<file path="config.mk">
export PLATFORM = sky130hd
export DESIGN_NAME = hatd_isqrt
export DESIGN_NICKNAME = d
export VERILOG_FILES = /design/src/rtl/core/hatd_isqrt.sv
export SDC_FILE = /design/constraint.sdc
export NUM_CORES = 2
export LEC_CHECK = 0
export BUFFER_PORTS_ARGS = -buffer_cell sky130_fd_sc_hd__buf_4
export CAP_MARGIN = 20
export CORE_MARGIN = 1.5
export CORE_UTILIZATION = 55
export CTS_BUF_LIST = sky130_fd_sc_hd__clkbuf_4 sky130_fd_sc_hd__clkbuf_8
export CTS_CLUSTER_SIZE = 12
export DETAILED_ROUTE_END_ITERATION = 8
export PLACE_DENSITY = 0.71
export SYNTH_ARGS = -nofsm -noshare
export SYNTH_HDL_FRONTEND = slang
export SYNTH_SLANG_ARGS = --single-unit
</file>
<file path="constraint.sdc">
create_clock -name i_clk -period 10.3 [get_ports i_clk]
set_clock_uncertainty 0.05 [all_clocks]
set_input_delay 1.03 -clock i_clk [delete_from_list [all_inputs] [get_ports i_clk]]
set_output_delay 1.03 -clock i_clk [all_outputs]
set_load 0.01 [all_outputs]
</file>
<file path="src/rtl/core/hatd_isqrt.sv">
// pipelined floor square root, one result bit per stage, with a sideband
module hatd_isqrt #(
    parameter int IN_W   = 64,
    parameter int SIDE_W = 1
) (
    input  logic                i_clk,
    input  logic                i_rst_n,
    input  logic                i_en,
    input  logic                i_valid,
    input  logic [SIDE_W-1:0]   i_side,
    input  logic [IN_W-1:0]     i_value,
    output logic                o_valid,
    output logic [SIDE_W-1:0]   o_side,
    output logic [IN_W/2-1:0]   o_root
);

    localparam int OUT_W = IN_W / 2;

    logic [IN_W-1:0]   r_res   [0:OUT_W-1];
    logic [OUT_W-1:0]  r_root  [0:OUT_W-1];
    logic              r_valid [0:OUT_W-1];
    logic [SIDE_W-1:0] r_side  [0:OUT_W-1];

    genvar g;
    generate
        for (g = 0; g < OUT_W; g++) begin : g_step
            localparam int K = OUT_W - 1 - g;

            logic [IN_W-1:0]   w_res;
            logic [OUT_W-1:0]  w_root;
            logic              w_valid;
            logic [SIDE_W-1:0] w_side;
            logic [IN_W:0]     w_cand;
            logic              w_take;

            if (g == 0) begin : g_first
                assign w_res   = i_value;
                assign w_root  = '0;
                assign w_valid = i_valid;
                assign w_side  = i_side;
            end else begin : g_next
                assign w_res   = r_res[g-1];
                assign w_root  = r_root[g-1];
                assign w_valid = r_valid[g-1];
                assign w_side  = r_side[g-1];
            end

            // trial (root + 2^k)^2 - root^2
            assign w_cand = ({{(IN_W+1-OUT_W){1'b0}}, w_root} << (K + 1))
                          + ({{IN_W{1'b0}}, 1'b1} << (2 * K));
            assign w_take = w_cand <= {1'b0, w_res};

            always_ff @(posedge i_clk) begin
                if (!i_rst_n) begin
                    r_valid[g] <= 1'b0;
                end else if (i_en) begin
                    r_valid[g] <= w_valid;
                end
            end

            always_ff @(posedge i_clk) begin
                if (i_en) begin
                    r_res[g]  <= w_take ? (w_res - w_cand[IN_W-1:0]) : w_res;
                    r_root[g] <= w_take ? (w_root | ({{(OUT_W-1){1'b0}}, 1'b1} << K)) : w_root;
                    r_side[g] <= w_side;
                end
            end
        end
    endgenerate

    assign o_valid = r_valid[OUT_W-1];
    assign o_side  = r_side[OUT_W-1];
    assign o_root  = r_root[OUT_W-1];

endmodule

</file>
== Yosys cells after proc, flatten, opt, wreduce, memory -nomap -nowiden ==
Memories as Yosys holds them, arrays and structs flattened.
Index checks and enable logic that the tools add are counted.

* Add/sub/neg operators: 63
* Magnitude comparators: 32
* Mux-type cells: 101
* Bitwise gates (word level): 32

{| class="wikitable"
|+ Operators by type and width
! kind !! count
|-
| 64-bit two-way mux || 32
|-
| 63-bit by 61-bit adder with 64-bit output (second input constant) || 1
|-
| 34-bit by 64-bit <= comparator with 1-bit output || 1
|-
| 35-bit by 64-bit <= comparator with 1-bit output || 1
|-
| 36-bit by 64-bit <= comparator with 1-bit output || 1
|-
| 37-bit by 64-bit <= comparator with 1-bit output || 1
|-
| 38-bit by 64-bit <= comparator with 1-bit output || 1
|-
| 39-bit by 64-bit <= comparator with 1-bit output || 1
|-
| 40-bit by 64-bit <= comparator with 1-bit output || 1
|-
| 41-bit by 64-bit <= comparator with 1-bit output || 1
|-
| 42-bit by 64-bit <= comparator with 1-bit output || 1
|-
| 43-bit by 64-bit <= comparator with 1-bit output || 1
|-
| 44-bit by 64-bit <= comparator with 1-bit output || 1
|-
| 45-bit by 64-bit <= comparator with 1-bit output || 1
|-
| 46-bit by 64-bit <= comparator with 1-bit output || 1
|-
| 47-bit by 64-bit <= comparator with 1-bit output || 1
|-
| 48-bit by 64-bit <= comparator with 1-bit output || 1
|-
| 49-bit by 64-bit <= comparator with 1-bit output || 1
|-
| 50-bit by 64-bit <= comparator with 1-bit output || 1
|-
| 51-bit by 64-bit <= comparator with 1-bit output || 1
|-
| 52-bit by 64-bit <= comparator with 1-bit output || 1
|-
| 53-bit by 64-bit <= comparator with 1-bit output || 1
|-
| 54-bit by 64-bit <= comparator with 1-bit output || 1
|-
| 55-bit by 64-bit <= comparator with 1-bit output || 1
|-
| 105 further kinds || 173
|}

* Register bits after elaboration: 0
* Bits in writable memories: 3136
* Input bits: 69
* Output and inout bits: 34
* Word-level logic and storage cells: 232
* Memories: 4

{| class="wikitable"
|+ Memories
! name !! depth !! width !! read ports !! clocked after memory_dff !! write ports !! line !! RTL
|-
| r_res || 32 || 64 || 31 || 0 || 32 || 19 || <nowiki>logic [IN_W-1:0] r_res [0:OUT_W-1];</nowiki>
|-
| r_root || 32 || 32 || 32 || 0 || 32 || 20 || <nowiki>logic [OUT_W-1:0] r_root [0:OUT_W-1];</nowiki>
|-
| r_side || 32 || 1 || 32 || 0 || 32 || 22 || <nowiki>logic [SIDE_W-1:0] r_side [0:OUT_W-1];</nowiki>
|-
| r_valid || 32 || 1 || 32 || 0 || 32 || 21 || <nowiki>logic r_valid [0:OUT_W-1];</nowiki>
|}

== Logic depth before layout (Yosys ltp) ==
* Word-level depth: 4
* Depth in mapped cells: 15

== Worst setup path after synthesis ==
OpenSTA, ideal clock, no wires.

* Kind: register -> register
* Start point: memory r_res[24][50], in the netlist r_res[3][50]
* End point: memory r_res[25][37], in the netlist r_res[3][101] (data pin)
* Library setup time: 0.260 ns
* Arrival time: 3.444 ns
* Required time: 9.990 ns
* Setup slack: 6.546 ns
* Cell stages (with the launch flop): 11
* Buffers on the path: 2
* Period minus slack after synthesis: 3.754 ns
* Cell sequence: edfxtp_1 -> or4_4 -> or4_4 -> or3_4 -> or3_4 -> or4_4 -> nor2_1 -> a21oi_2 -> buf_6 -> buf_6 -> mux2_4

{| class="wikitable"
|+ RTL lines
! item !! line
|-
| start: declaration || 19
|}

==> impl_metrics.csv <==
group,metric,value,unit
clock_tree,cts_tree,"yes",
floorplanning,die_x,474,um
final_layout,drive_above_1_share,9.35,%
global_routing,grt_max_degree,210,
drt,drc,0,
logic_synthesis,synth_compound_area_share,9.12,%
clock_tree,clock_latency,1.08,ns
setup_path,crit_top_cell,"nand4b_1",
global_routing,grt_first_pass_wirelength,449000,um
setup_path,crit_path_max_fanout,40,
setup_path,crit_arrival,5.63,ns
logic_synthesis,synth_top_family_by_area,"simple AND/OR/NAND/NOR gates",
logic_synthesis,async_flop_share,0,%
logic_synthesis,synth_adder_area_share,5.72,%
clock_tree,root_buffer,"clkbuf_8",
floorplanning,io_pins,103,
timing,maxSlewHeadroom,18.2,%
setup_path,critPathRequiredTime,11.04,ns
global_routing,antenna_found_initial,20,
pwr,p_switching,8.86,mW
logic_synthesis,avgSynthCellArea,12.8,um^2
pwr,irDropWorstVdd,169,uV
clock_tree,clockBufferDepth,4,
floorplanning,die_height,474,um
timing,hold_violations,0,
drt,drt-total-wl,298000,um
setup_path,end_kind,"register",
floorplanning,start_util,55.4,%
final_layout,layout_commonest_cell,"edfxtp_1",
timing,finalMaxSlewViolations,0,
global_routing,grt_pass1_vias,76200,
floorplanning,core_area,220000,um^2
logic_synthesis,seq_area_frac_synth,63.4,%
pwr,power_frac_clock,29.4,%
setup_path,cp_top_family,"simple AND/OR/NAND/NOR gates",
pwr,sw_frac_of_total,30.1,%
setup_path,critPathKind,"reg2reg",
pwr,power_leakage,51.5,nW
setup_path,critPathBufInv,2,
final_layout,postLayoutCoreUtil,61.4,%
placed_design,post-place-cells,12500,
job,cap_violations,0,
final_layout,syn2layout_area_growth,10.8,%
timing,max_freq,0.204,GHz
logic_synthesis,synth_nets,10200,
clock_tree,numCtsBuffers,422,
pwr,comb_power_share,21.6,%
run_status,status,"finished, final reports clean",
setup_path,max_stage_delay,0.80,ns
clock_tree,postCtsSetupBuffers,0,
logic_synthesis,synth_xor_area_share,6.30,%
drt,ant_nets,0,
global_routing,overflow,0,
logic_synthesis,synthMuxAreaShare,0.977,%
logic_synthesis,synthCells,9569,
pwr,p_int,20.5,mW
setup_path,crit_chain,"ha_1 > or4b_2 > nor4_1 > nand4b_1 > nand4b_1 > or2_2 > nor2_1 > o21a_1 > inv_1 > buf_4 > and3_1 > nand4_1 > xnor2_1",
final_layout,fin_cells,13300,
placed_design,gp_congestion,0.946,
worst_hold_path,hp-class,"in2reg",
setup_path,cp-start-kind,"register",
timing,setup_tns,0,ns
clock_tree,clock_sinks,2576,
drt,drt-vias-per-instance,5.93,
timing,min_period,4.89,ns
logic_synthesis,ys_warn_count,0,
logic_synthesis,synth_seq_cells,2576,
global_routing,grt_util_all_layers,26.1,%
floorplanning,rows,172,
final_layout,layout.nets,10700,
final_layout,num-fill-cells,16800,
drt,num_vias,79000,
final_layout,final_cell_mix,"edfxtp_1, inv_1, nor2_1",
setup_path,crit_slowest_cell,"nor4_1",
clock_tree,h-tree-depth,5,
logic_synthesis,synthSimpleGateAreaFrac,11.8,%
timing,setup_violations,0,
timing,fin_crit_sh,47.5,%
logic_synthesis,ys_types,90,
logic_synthesis,netlist_area,122000,um^2
clock_tree,clkTransAtPathRegs,0.07,ns
pwr,seq_power_share,49.0,%
timing,grt_setup_unrepaired,"no",
drt,dr.pass1.iters,6,
timing,worstMarginPinSlew,1.22,ns
placed_design,numPortBuffers,102,
pwr,powerDensity,217,nW/um^2
floorplanning,die-area,225000,um^2
logic_synthesis,synth_edf_count,2575,
drt,wl_per_cell,22.3,um
drt,drt_iter0_drc,8356,
logic_synthesis,synth_ff_type,"edfxtp_1",
placed_design,dp_hpwl,220000,um
final cells by class:
cell class	instances	area [um^2]	area share [%]
flip-flops and latches	2576	77300	57.2
multi-input cells	6117	41500	30.7
clock buffers	530	6670	4.93
well taps	2958	3700	2.74
inverters	704	2640	1.95
repair buffers	225	2040	1.51
clock inverters	216	1340	0.988
diodes	10	25.0	0.0185
power groups by stage:
stage          combinational (mW)  clock (mW)  sequential (mW)
2_1_floorplan                4.59           0             14.0
3_3_place_gp                 6.11           0             14.6
3_5_place_dp                 6.21           0             14.6
4_1_cts                      6.28        8.81             14.4
5_1_grt                      6.98        9.24             14.5
6_report                     6.35        8.62             14.4
stage by stage:
step / power, mW / setup slack, ns / hold WS, ns / cell area (um^2)
after floorplan: 18.6 / 6.55 / 0.350 / 122000
after global placement: 20.7 / 5.69 / 0.350 / 126000
final: 29.4 / 5.41 / 0.206 / 135000
after CTS: 29.5 / 5.57 / 0.0634 / 135000
after global routing: 30.7 / 5.33 / 0.151 / 135000
after detailed placement: 20.8 / 5.65 / 0.355 / 126000
worst paths after layout:
path / start / endpoint / slack, ns / depth (start not counted)
min: i_value[63] / r_res[0][63]$_DFFE_PP_ / 0.21 / 3
max reg2reg: r_res[3][79]$_DFFE_PP_ / r_res[3][188]$_DFFE_PP_ / 5.41 / 13
max: r_res[3][79]$_DFFE_PP_ / r_res[3][188]$_DFFE_PP_ / 5.41 / 13
min reg2reg: r_side[26]$_DFFE_PP_ / r_side[27]$_DFFE_PP_ / 0.33 / 0
cells by family (layout without fill, tap and decap cells):
family,count (synthesis),after routing
adder cells (fa/ha/maj),558,558
buffers and inverters,876,1675
AND/OR/NAND/NOR,2786,2786
XOR/XNOR,878,878
multiplexers,106,106
other,0,10
flip-flops,2576,2576
AO/OA/AOI/OAI,1789,1789
timing repair:
action,in CTS,in global routing
hold endpoints to repair,63,0
hold buffers,63,0
resized for setup,0,0
layer usage:
layer | GRT usage (%) | wire length [um] | up-vias
met5 | 0 | 34 | -
met4 | 9.25 | 10000 | 4
met3 | 4.04 | 19800 | 638
met2 | 41.9 | 140000 | 2964
met1 | 36.2 | 128000 | 38500
li1 | - | - | 36900
Yosys cell counts, types with 11 or more instances:
master	count	share of area [%]
a2111oi_0	17	0.12
and2_1	43	0.22
nor4b_1	48	0.34
a31o_2	14	0.10
a31oi_1	43	0.22
nand3b_1	31	0.19
xnor2_1	480	3.4
nand2b_1	95	0.49
o211ai_1	21	0.13
nand2_1	518	1.6
mux2_2	93	0.86
ha_1	558	5.7
and3_1	84	0.43
nand4_1	158	0.81
o2111ai_1	12	0.086
buf_1	11	0.034
o41ai_1	18	0.13
nand3_1	172	0.71
or4_1	61	0.38
nor4_1	340	1.7
a21oi_1	645	2.6
nor3_1	245	1.0
a221oi_1	11	0.079
a211o_1	20	0.14
o21ai_0	359	1.5
nor2b_1	85	0.44
or2_2	29	0.15
nor2_1	680	2.1
a21o_1	264	1.6
nand4b_1	27	0.19
a211oi_1	44	0.27
or3_1	106	0.54
o31ai_1	38	0.23
o21a_1	106	0.65
nor3b_1	19	0.12
a21boi_0	28	0.17
edfxtp_1	2575	63
clkbuf_1	152	0.47
inv_1	702	2.2
xor2_1	398	2.9
o21bai_1	54	0.33
registers in the layout, indices dropped and copies added (netlist names):
signal and count:
r_res 1984, r_root 528, r_valid 32, r_side 32
worst min-delay path, cell delays in order:
cell	delay (ns)
buf_4	0.09
nor2_1	0.04
a21oi_1	0.11
Note: power is estimated with default switching activity, not from simulation.
